$ cat config.mk
export PLATFORM = sky130hd
export DESIGN_NAME = uuid_text_parser
export DESIGN_NICKNAME = d
export VERILOG_FILES = /design/src/hdl/uuidp_pkg.sv /design/src/hdl/uuidp_scan.sv /design/src/hdl/uuid_text_parser.sv
export SDC_FILE = /design/constraint.sdc
export NUM_CORES = 1
export LEC_CHECK = 0
export BUFFER_PORTS_ARGS = -buffer_cell sky130_fd_sc_hd__buf_2
export CELL_PAD_IN_SITES_DETAIL_PLACEMENT = 1
export CELL_PAD_IN_SITES_GLOBAL_PLACEMENT = 1
export CORE_MARGIN = 2
export CORE_UTILIZATION = 40
export DETAILED_ROUTE_END_ITERATION = 10
export HOLD_SLACK_MARGIN = 0.12
export PLACE_DENSITY_LB_ADDON = 0.12
export SKIP_LAST_GASP = 1
export SLEW_MARGIN = 15
export SYNTH_ARGS = -nofsm -noshare
export SYNTH_HDL_FRONTEND = slang
export SYNTH_HIERARCHICAL = 1
export SYNTH_SLANG_ARGS = --single-unit
$ cat constraint.sdc
create_clock -name clk -period 11.2 [get_ports clk]
set_clock_uncertainty 0.15 [all_clocks]
set_input_delay 0.56 -clock clk [delete_from_list [all_inputs] [get_ports clk]]
set_output_delay 0.56 -clock clk [all_outputs]
set_load 0.01 [all_outputs]
$ cat src/hdl/uuidp_pkg.sv
// Shared constants, types and the hex digit decoder of the UUID text parser.
package uuidp_pkg;

  localparam logic [7:0] CHAR_DASH = 8'h2D;

  localparam logic [5:0] STRICT_LEN = 6'd36;
  localparam logic [5:0] MIN_LEN    = 6'd9;
  localparam logic [5:0] CC_MAX     = 6'd63;
  localparam logic [5:0] DASH_POS_0 = 6'd8;
  localparam logic [5:0] DASH_POS_1 = 6'd13;
  localparam logic [5:0] DASH_POS_2 = 6'd18;
  localparam logic [5:0] DASH_POS_3 = 6'd23;

  localparam logic [2:0] GROUP_FIRST = 3'd0;
  localparam logic [2:0] GROUP_MID_END = 3'd3;
  localparam logic [2:0] GROUP_LAST  = 3'd4;

  localparam logic [3:0] LIMIT_FIRST = 4'd8;
  localparam logic [3:0] LIMIT_MID   = 4'd4;
  localparam logic [3:0] LIMIT_LAST  = 4'd12;
  localparam logic [3:0] GL_MAX      = 4'd15;

  localparam logic [63:0] VER_MASK = 64'h0000_0000_0000_F000;
  localparam logic [63:0] VER_BITS = 64'h0000_0000_0000_4000;
  localparam logic [63:0] VAR_MASK = 64'hC000_0000_0000_0000;
  localparam logic [63:0] VAR_BITS = 64'h8000_0000_0000_0000;

  typedef struct packed {
    logic        is_hex;
    logic [3:0]  value;
  } hex_t;

  // Text check and assembled identifier, valid on the step of the last character.
  typedef struct packed {
    logic        fmt_ok;
    logic [63:0] id_high;
    logic [63:0] id_low;
  } scan_res_t;

  function automatic hex_t hex_decode(input logic [7:0] c);
    hex_t h;
    h.is_hex = 1'b1;
    h.value  = 4'd0;
    if (c >= 8'h30 && c <= 8'h39) begin
      h.value = 4'(c - 8'h30);
    end else if (c >= 8'h61 && c <= 8'h66) begin
      h.value = 4'(c - 8'h57);
    end else if (c >= 8'h41 && c <= 8'h46) begin
      h.value = 4'(c - 8'h37);
    end else begin
      h.is_hex = 1'b0;
    end
    return h;
  endfunction

endpackage

$ cat src/hdl/uuidp_scan.sv
// Per-character scanner: group registers, counters and the text format check.
module uuidp_scan import uuidp_pkg::*; (
  input  logic       clk,
  input  logic       rst,
  input  logic       step,
  input  logic [7:0] text_char,
  input  logic       is_last,
  input  logic       strict_mode,
  output scan_res_t  res
);

  logic [5:0]  char_count, char_count_next;
  logic [2:0]  group_index, group_index_next;
  logic [3:0]  group_length, group_length_next;
  logic        bad_text, bad_text_next;
  logic [31:0] first_group, first_group_next;
  logic [15:0] middle_groups [3];
  logic [15:0] middle_groups_next [3];
  logic [47:0] last_group, last_group_next;

  hex_t        hex;
  logic        dash_pos;
  logic        is_dash;
  logic [3:0]  limit;
  logic        len_ok;

  always_comb begin
    hex      = hex_decode(text_char);
    is_dash  = (text_char == CHAR_DASH);
    dash_pos = (char_count == DASH_POS_0) || (char_count == DASH_POS_1) ||
               (char_count == DASH_POS_2) || (char_count == DASH_POS_3);

    priority if (group_index == GROUP_FIRST) begin
      limit = LIMIT_FIRST;
    end else if (group_index <= GROUP_MID_END) begin
      limit = LIMIT_MID;
    end else begin
      limit = LIMIT_LAST;
    end

    char_count_next   = (char_count == CC_MAX) ? char_count : char_count + 6'd1;
    group_index_next  = group_index;
    group_length_next = group_length;
    bad_text_next     = bad_text;
    first_group_next  = first_group;
    last_group_next   = last_group;
    for (int k = 0; k < 3; k++) begin
      middle_groups_next[k] = middle_groups[k];
    end

    if (is_dash) begin
      if (strict_mode && !dash_pos) begin
        bad_text_next = 1'b1;
      end
      // A dash after the fifth group has started ends nothing: mark bad.
      if (group_index >= GROUP_LAST) begin
        bad_text_next = 1'b1;
      end else begin
        group_index_next  = group_index + 3'd1;
        group_length_next = 4'd0;
      end
    end else if (hex.is_hex) begin
      if (strict_mode && dash_pos) begin
        bad_text_next = 1'b1;
      end
      if (group_length >= limit) begin
        bad_text_next = 1'b1;
      end
      if (group_length != GL_MAX) begin
        group_length_next = group_length + 4'd1;
      end
      priority if (group_index == GROUP_FIRST) begin
        first_group_next = {first_group[27:0], hex.value};
      end else if (group_index <= GROUP_MID_END) begin
        for (int k = 0; k < 3; k++) begin
          if (group_index == 3'(k + 1)) begin
            middle_groups_next[k] = {middle_groups[k][11:0], hex.value};
          end
        end
      end else begin
        last_group_next = {last_group[43:0], hex.value};
      end
    end else begin
      bad_text_next = 1'b1;
    end

    len_ok = strict_mode ? (char_count_next == STRICT_LEN) : (char_count_next >= MIN_LEN);
    res.fmt_ok  = !bad_text_next && (group_index_next == GROUP_LAST) && len_ok;
    res.id_high = {first_group_next, middle_groups_next[0], middle_groups_next[1]};
    res.id_low  = {middle_groups_next[2], last_group_next};
  end

  always_ff @(posedge clk) begin
    if (rst || (step && is_last)) begin
      char_count   <= '0;
      group_index  <= '0;
      group_length <= '0;
      bad_text     <= 1'b0;
      first_group  <= '0;
      last_group   <= '0;
      for (int k = 0; k < 3; k++) begin
        middle_groups[k] <= '0;
      end
    end else if (step) begin
      char_count   <= char_count_next;
      group_index  <= group_index_next;
      group_length <= group_length_next;
      bad_text     <= bad_text_next;
      first_group  <= first_group_next;
      last_group   <= last_group_next;
      for (int k = 0; k < 3; k++) begin
        middle_groups[k] <= middle_groups_next[k];
      end
    end
  end

endmodule

$ cat src/hdl/uuid_text_parser.sv
// UUID text parser: one character per cycle unless stalled; reports the parse on the last.
// The text streams in one character per transfer, one transfer per cycle at full rate,
// with tlast on the final character. Each character sits in an input register and is
// then scanned into the group registers; only the last character of a text produces a
// result, which is loaded into the output register as that character is scanned and
// holds until taken. tuser[0] is set when the text was a valid nil or version 4 UUID;
// tdata always shows the stored identifier, which changes only on a successful parse.
// strict_mode may be written only while no text is in flight.
module uuid_text_parser import uuidp_pkg::*; (
  input  logic         clk,
  input  logic         rst,
  input  logic         cfg_valid,
  output logic         cfg_ready,
  input  logic [0:0]   cfg_data,       // strict_mode
  input  logic         s_axis_tvalid,
  output logic         s_axis_tready,
  input  logic [7:0]   s_axis_tdata,   // text_char
  input  logic         s_axis_tlast,   // is_last
  output logic         m_axis_tvalid,
  input  logic         m_axis_tready,
  output logic [127:0] m_axis_tdata,   // id_high [63:0], id_low [127:64]
  output logic [0:0]   m_axis_tuser    // parse_ok
);

  logic        strict_mode;
  logic        a_valid;
  logic [7:0]  a_char;
  logic        a_last;
  logic        step;
  logic        load;
  logic        ok;
  logic        nonzero;
  logic [63:0] id_high;
  logic [63:0] id_low;
  scan_res_t   res;

  assign cfg_ready = 1'b1;

  always_ff @(posedge clk) begin
    if (rst) begin
      strict_mode <= 1'b0;
    end else if (cfg_valid) begin
      strict_mode <= cfg_data[0];
    end
  end

  // Advance the input register unless its last character would overwrite a pending result.
  assign step          = a_valid && (!a_last || !m_axis_tvalid || m_axis_tready);
  assign load          = step && a_last;
  assign s_axis_tready = !a_valid || step;

  always_ff @(posedge clk) begin
    if (rst) begin
      a_valid <= 1'b0;
    end else if (s_axis_tready) begin
      a_valid <= s_axis_tvalid;
    end
  end

  always_ff @(posedge clk) begin
    if (s_axis_tready && s_axis_tvalid) begin
      a_char <= s_axis_tdata;
      a_last <= s_axis_tlast;
    end
  end

  uuidp_scan u_scan (
    .clk         (clk),
    .rst         (rst),
    .step        (step),
    .text_char   (a_char),
    .is_last     (a_last),
    .strict_mode (strict_mode),
    .res         (res)
  );

  always_comb begin
    nonzero = (|res.id_high) || (|res.id_low);
    ok      = res.fmt_ok;
    if (nonzero) begin
      if ((res.id_high & VER_MASK) != VER_BITS) begin
        ok = 1'b0;
      end
      if ((res.id_low & VAR_MASK) != VAR_BITS) begin
        ok = 1'b0;
      end
    end
  end

  always_ff @(posedge clk) begin
    if (rst) begin
      id_high <= '0;
      id_low  <= '0;
    end else if (load && ok) begin
      id_high <= res.id_high;
      id_low  <= res.id_low;
    end
  end

  always_ff @(posedge clk) begin
    if (rst) begin
      m_axis_tvalid <= 1'b0;
    end else if (load) begin
      m_axis_tvalid <= 1'b1;
    end else if (m_axis_tready) begin
      m_axis_tvalid <= 1'b0;
    end
  end

  always_ff @(posedge clk) begin
    if (load) begin
      m_axis_tuser <= ok;
      m_axis_tdata <= ok ? {res.id_low, res.id_high} : {id_low, id_high};
    end
  end

  a_rise_after_last: assert property (@(posedge clk) disable iff (rst)
    $rose(m_axis_tvalid) |-> $past(load))
    else $error("result appeared without a last character");

  a_ok_shows_stored: assert property (@(posedge clk) disable iff (rst)
    (m_axis_tvalid && m_axis_tuser[0]) |-> (m_axis_tdata == {id_low, id_high}))
    else $error("successful result differs from stored identifier");

  a_no_overwrite: assert property (@(posedge clk) disable iff (rst)
    (m_axis_tvalid && !m_axis_tready) |-> !load)
    else $error("result loaded over a pending one");

endmodule
==> flow_metrics.env, run 1 <==
export IMPL_ant_nets=0
export IMPL_die_width_um=217
export IMPL_start_util=0.408
export IMPL_min_period_ns=7.87
export IMPL_relSlewSlack=0.229
export IMPL_finalHoldViolCount=0
export IMPL_io_pins=147
export IMPL_fin_setup_tns_ns=0
export IMPL_synth_edf_count=186
export IMPL_rr_startpoint="a_char[0]"
export IMPL_place_congestion=0.770
export IMPL_critical_path_class="register to register"
export IMPL_nNetsFinal=1793
export IMPL_cts_sink_count=411
export IMPL_slew_violations=0
export IMPL_yosysMostFrequentCell="dfxtp_1"
export IMPL_hold_path_class="input port to register"
export IMPL_clk_latency_ns=0.57
export IMPL_synth_top_area_frac=0.309
export IMPL_numCtsBuffers=45
export IMPL_max_freq_ghz=0.127
export IMPL_ys_ff_latch=411
export IMPL_setup_viol_count_final=0
export IMPL_required_ns=11.36
export IMPL_drt_iter0_drc=895
export IMPL_drive_gt1_frac=0.191
export IMPL_fin_ws_ns=3.33
export IMPL_synth_nets=1689
export IMPL_max_cap_viol_count=0
export IMPL_syn2layout_area_growth_pct=14.7
export IMPL_avgSynthCellArea_um2=10.9
export IMPL_groute_usage_overall=0.216
export IMPL_io_buffer_count=145
export IMPL_post_cts_buffers=0
export IMPL_wl_mm=51.1
export IMPL_cp_arrival_ns=8.03
export IMPL_rsz0062_at_grt="no"
export IMPL_h_tree_depth=2
export IMPL_yosysWarningCount=6
export IMPL_synthDistinctLibCells=68
export IMPL_yosys_top_cells_count="dfxtp_1, edfxtp_1, nand2_1"
export IMPL_vias=13413
export IMPL_netlist_area_mm2=0.0181
export IMPL_status="completed"
export IMPL_leakage_uw=0.00763
export IMPL_worstSetupStartpoint="a_char[0]"
export IMPL_cts_tree="yes"
export IMPL_ys_seq_area_frac=0.557
export IMPL_cp_start_kind="register"
export IMPL_antennaDiodeCount=0
export IMPL_worstMarginPinSlew_ns=1.15
export IMPL_grt_pass1_vias=13633
export IMPL_async_reset_ff_frac=0
export IMPL_dp_hpwl_mm=31.9
export IMPL_hp_start="m_axis_tready"
export IMPL_peakVddDrop_mv=0.0955
export IMPL_fillCellCount=4789
export IMPL_syn_inst=1656
export IMPL_drt_first_pass_iters=5
export IMPL_drc=0
export IMPL_post_route_period_util=0.703
export IMPL_grt_antenna_before_repair=1
export IMPL_endpoint_kind="register"
export IMPL_grt_max_degree=99
export IMPL_synthTopCellsByArea="edfxtp_1, dfxtp_1, mux2_1, mux2_2, a21oi_1"
export IMPL_wl_per_cell_um=21.4
export IMPL_row_count=77
export IMPL_path_clk_slew_ns=0.06
export IMPL_die_y_um=217
export IMPL_vias_per_cell=5.62
export IMPL_root_buffer="clkbuf_16"
export IMPL_fp_dieArea_mm2=0.0470
export IMPL_core_area_mm2=0.0444
export IMPL_grt_pass1_wl_mm=80.3
export IMPL_place_ws_ns=3.24
export IMPL_synth_top_area_cell="edfxtp_1"
export IMPL_path_max_fanout=62
export IMPL_synthFlopType="dfxtp_1"
export IMPL_clock_path_buffers=3
export IMPL_power_density_mw_per_mm2=153
export IMPL_overflow=0
per-layer routing:
metal / vias up / GRT usage / share of wire / wire (um)
li1: 6311 / - / - / -
met1: 6793 / 0.308 / 0.48 / 24500
met2: 249 / 0.346 / 0.46 / 23700
met3: 60 / 0.0330 / 0.041 / 2090
met4: 0 / 0.0486 / 0.016 / 811
met5: - / 0 / 0 / 0
path summary, 6_finish.rpt:
check                                        end  slack [ns]  cells after the start
worst min register to register       id_high[12]        0.32                      1
worst min-delay path               m_axis_tvalid        0.26                      4
worst max register to register  m_axis_tdata[93]        3.33                     14
worst max-delay path            m_axis_tdata[93]        3.33                     14
repair_timing:
item / in CTS / in global routing
resized for setup: 0 / 0
hold buffers: 12 / 0
hold endpoints to repair: 11 / 0
sequential cells by signal, summed over array words and instances (netlist names):
name                  count
m_axis_tdata            128
strict_mode               1
u_scan/char_count         6
a_char                    8
u_scan/middle_groups     48
u_scan/group_length       4
u_scan/group_index        3
u_scan/bad_text           1
m_axis_tuser              1
id_low                   64
u_scan/first_group       32
id_high                  64
u_scan/last_group        48
m_axis_tvalid             1
a_last                    1
a_valid                   1
worst max-delay path: stages (launching register included):
cell and delay (ns):
edfxtp_1 0.45, inv_1 0.15, ha_1 0.21, or3b_4 0.42, and3_1 0.31, o21ai_4 0.17
buf_4 0.43, mux2_2 0.43, nor4_1 0.75, nand4_1 0.37, nor4_1 0.95, a21o_4 0.76
and2_4 0.83, buf_4 0.65, mux2_1 0.39
cell usage in the layout (no fill, tap or decap), types with 46 or more instances in the layout:
cell / n
nand2_1: 159
dfxtp_1: 225
mux2_1: 110
buf_2: 144
mux2_2: 78
edfxtp_1: 186
o21ai_0: 141
nand3_1: 141
a22o_1: 72
clkbuf_16: 46
a21oi_1: 158
layout make-up:
class / count / area, um^2 / area share
Inverter: 19 / 72.6 / 0.00349
Clock buffer: 69 / 1300 / 0.0625
Multi-Input combinational cell: 1096 / 7360 / 0.354
Sequential cell: 411 / 10100 / 0.486
Timing Repair Buffer: 187 / 1070 / 0.0517
Clock inverter: 14 / 133 / 0.00639
Tap cell: 592 / 741 / 0.0357
where the power goes:
| part | switching, uW | leakage (uW) | internal (uW) |
|---|---|---|---|
| registers | 16.1 | 0.00353 | 1590 |
| clock network | 601 | 0.000697 | 844 |
| logic | 89.4 | 0.00340 | 37.9 |
kinds of logic (layout without fill, tap and decap cells):
kind of cell    count (synthesis)  in the layout  synth area share
fa+ha+maj                      18             18            0.0124
simple gates                  458            458             0.126
compound gates                425            425             0.144
xor+xnor                        4              4           0.00194
buf+inv                       149            289            0.0401
flops                         411            411             0.557
mux                           190            190             0.118
other cells                     1              1          0.000207
metrics by stage:
stage | hold slack (ns) | instance area (um^2) | std cells | util | total power [uW]
floorplan | 0.287 | 18100 | 1656 | - | 1710
global placement | 0.301 | 19200 | 2293 | 0.433 | 1760
detailed placement | 0.303 | 19200 | 2293 | 0.433 | 1770
CTS | 0.231 | 20800 | 2388 | 0.468 | 3220
global route | 0.280 | 20800 | 2388 | 0.468 | 3300
finish | 0.255 | 20800 | 2388 | 0.468 | 3180
Note: power is estimated with default switching activity, not from simulation.
==> run 2, diff against run 1 <==
Clock period 11.2 ns to 7.13 ns, I/O delays scaled along.
==> flow_metrics.env, run 2 (synthesis gave the netlist of run 1 again) <==
export IMPL_core_area_mm2=0.0444
export IMPL_finalPower_uw=5030
export IMPL_grt_pass1_vias=13642
export IMPL_cp_start_kind="register"
export IMPL_intPower_uw=3900
export IMPL_min_period_ns=6.26
export IMPL_overflow=0
export IMPL_grt_antenna_before_repair=0
export IMPL_fin_setup_tns_ns=0
export IMPL_dpl_cell_area_mm2=0.0193
export IMPL_multi_input_area_mm2=0.00737
export IMPL_syn2layout_area_growth_pct=15.3
export IMPL_path_cells="inv_1 > ha_1 > or3b_4 > and3_1 > o21ai_4 > mux2_2 > nor4_1 > nand4_1 > nor4_1 > a21o_4 > and2_4 > buf_4 > mux2_1"
export IMPL_cts_tree="yes"
export IMPL_swShare=0.224
export IMPL_start_util=0.408
export IMPL_nNetsFinal=1799
export IMPL_cp_slowest_cell="o21ai_4"
export IMPL_slew_violations=0
export IMPL_required_ns=7.29
export IMPL_antennaDiodeCount=0
export IMPL_dp_hpwl_mm=32.0
export IMPL_h_tree_depth=2
export IMPL_die_y_um=217
export IMPL_finalHoldViolCount=0
export IMPL_top_register="m_axis_tdata"
export IMPL_cts_sink_count=411
export IMPL_max_freq_ghz=0.160
export IMPL_grt_max_degree=130
export IMPL_final_instance_count_excl_fill=2394
export IMPL_relSlewSlack=0.299
export IMPL_clock_path_buffers=3
export IMPL_whs_ns=0.250
export IMPL_path_clk_slew_ns=0.06
export IMPL_cpPeakStageDelay_ns=0.72
export IMPL_max_cap_viol_count=0
export IMPL_vias=13436
export IMPL_clk_latency_ns=0.57
export IMPL_leakage_uw=0.00767
export IMPL_post_route_period_util=0.878
export IMPL_fillCellCount=4787
export IMPL_worstMarginPinSlew_ns=1.05
export IMPL_wl_mm=51.5
export IMPL_root_buffer="clkbuf_16"
export IMPL_wl_per_cell_um=21.5
export IMPL_numCtsBuffers=46
export IMPL_fp_dieArea_mm2=0.0470
export IMPL_critPathTopFamily="simple AND/OR/NAND/NOR gates"
export IMPL_pwr_share_comb=0.040
export IMPL_hold_path_class="input port to register"
export IMPL_ctsResizeCount=0
export IMPL_largest_reg_flops=128
export IMPL_drt_iter0_drc=801
export IMPL_drt_first_pass_iters=5
export IMPL_grt_pass1_wl_mm=80.6
export IMPL_rsz0062_at_grt="no"
export IMPL_power_density_mw_per_mm2=241
export IMPL_layout_common_cells="dfxtp_1, edfxtp_1, nand2_1"
export IMPL_row_count=77
export IMPL_status="completed"
export IMPL_io_pins=147
export IMPL_switchingPower_uw=1130
export IMPL_seq_power_share=0.503
export IMPL_cp_common_cell="nor4_1"
export IMPL_die_width_um=217
export IMPL_drc=0
export IMPL_final_common_cell="dfxtp_1"
export IMPL_path_buf_inv=2
export IMPL_peakVddDrop_mv=0.163
export IMPL_seq_area_mm2=0.0101
export IMPL_fin_area_mm2=0.0209
export IMPL_endpoint_kind="register"
export IMPL_critical_path_class="register to register"
export IMPL_dp_cells=2296
export IMPL_groute_usage_overall=0.217
export IMPL_cp_arrival_ns=6.42
export IMPL_reg_largest_list="m_axis_tdata x128, id_high x64, id_low x64"
export IMPL_path_max_fanout=34
export IMPL_setup_viol_count_final=0
export IMPL_vias_per_cell=5.61
export IMPL_ant_nets=0
export IMPL_drive_gt1_frac=0.195
export IMPL_clockPowerShare=0.457
export IMPL_place_congestion=0.758
export IMPL_io_buffer_count=145
run 2: metrics by stage:
step | worst slack (ns) | util
floorplan | 1.25 | -
global placement | 1.04 | 0.434
detailed placement | 0.814 | 0.434
CTS | 0.810 | 0.470
global route | 0.546 | 0.470
finish | 0.868 | 0.470
run 2: layer usage:
| metal | up-vias | track usage | part of all wire |
|---|---|---|---|
| met3 | 58 | 0.0397 | 0.041 |
| met2 | 240 | 0.350 | 0.47 |
| met5 | - | 0 | 0 |
| li1 | 6337 | - | - |
| met4 | 0 | 0.0459 | 0.014 |
| met1 | 6801 | 0.307 | 0.48 |
run 2: area by class of cell:
type                       count  share of cell area
sequential                   411               0.483
multi-input combinational   1096               0.353
clock buffer                  67              0.0623
timing repair buffer         192              0.0559
tap                          592              0.0355
clock inverter                17             0.00653
inverter                      19             0.00348
run 2: power by group through the flow:
stage                     registers (uW)  logic (uW)  clock network (uW)
after global routing                2530         219                2440
after CTS                           2530         204                2360
final                               2530         202                2300
after detailed placement            2580         198                   0
after global placement              2580         196                   0
after floorplan                     2580         103                   0
run 2: what timing repair did:
item / CTS / global route
hold buffers: 14 / 0
hold endpoints to repair: 12 / 0
setup buffers: 0 / 0
run 2: final timing paths:
check                                        end  slack, ns  cells past startpoint        start
worst max-delay path            m_axis_tdata[55]       0.87                     13    a_char[0]
worst min-delay path                 strict_mode       0.25                      2          rst
worst max register to register  m_axis_tdata[55]       0.87                     13    a_char[0]
worst min register to register       id_high[13]       0.32                      1  id_high[13]
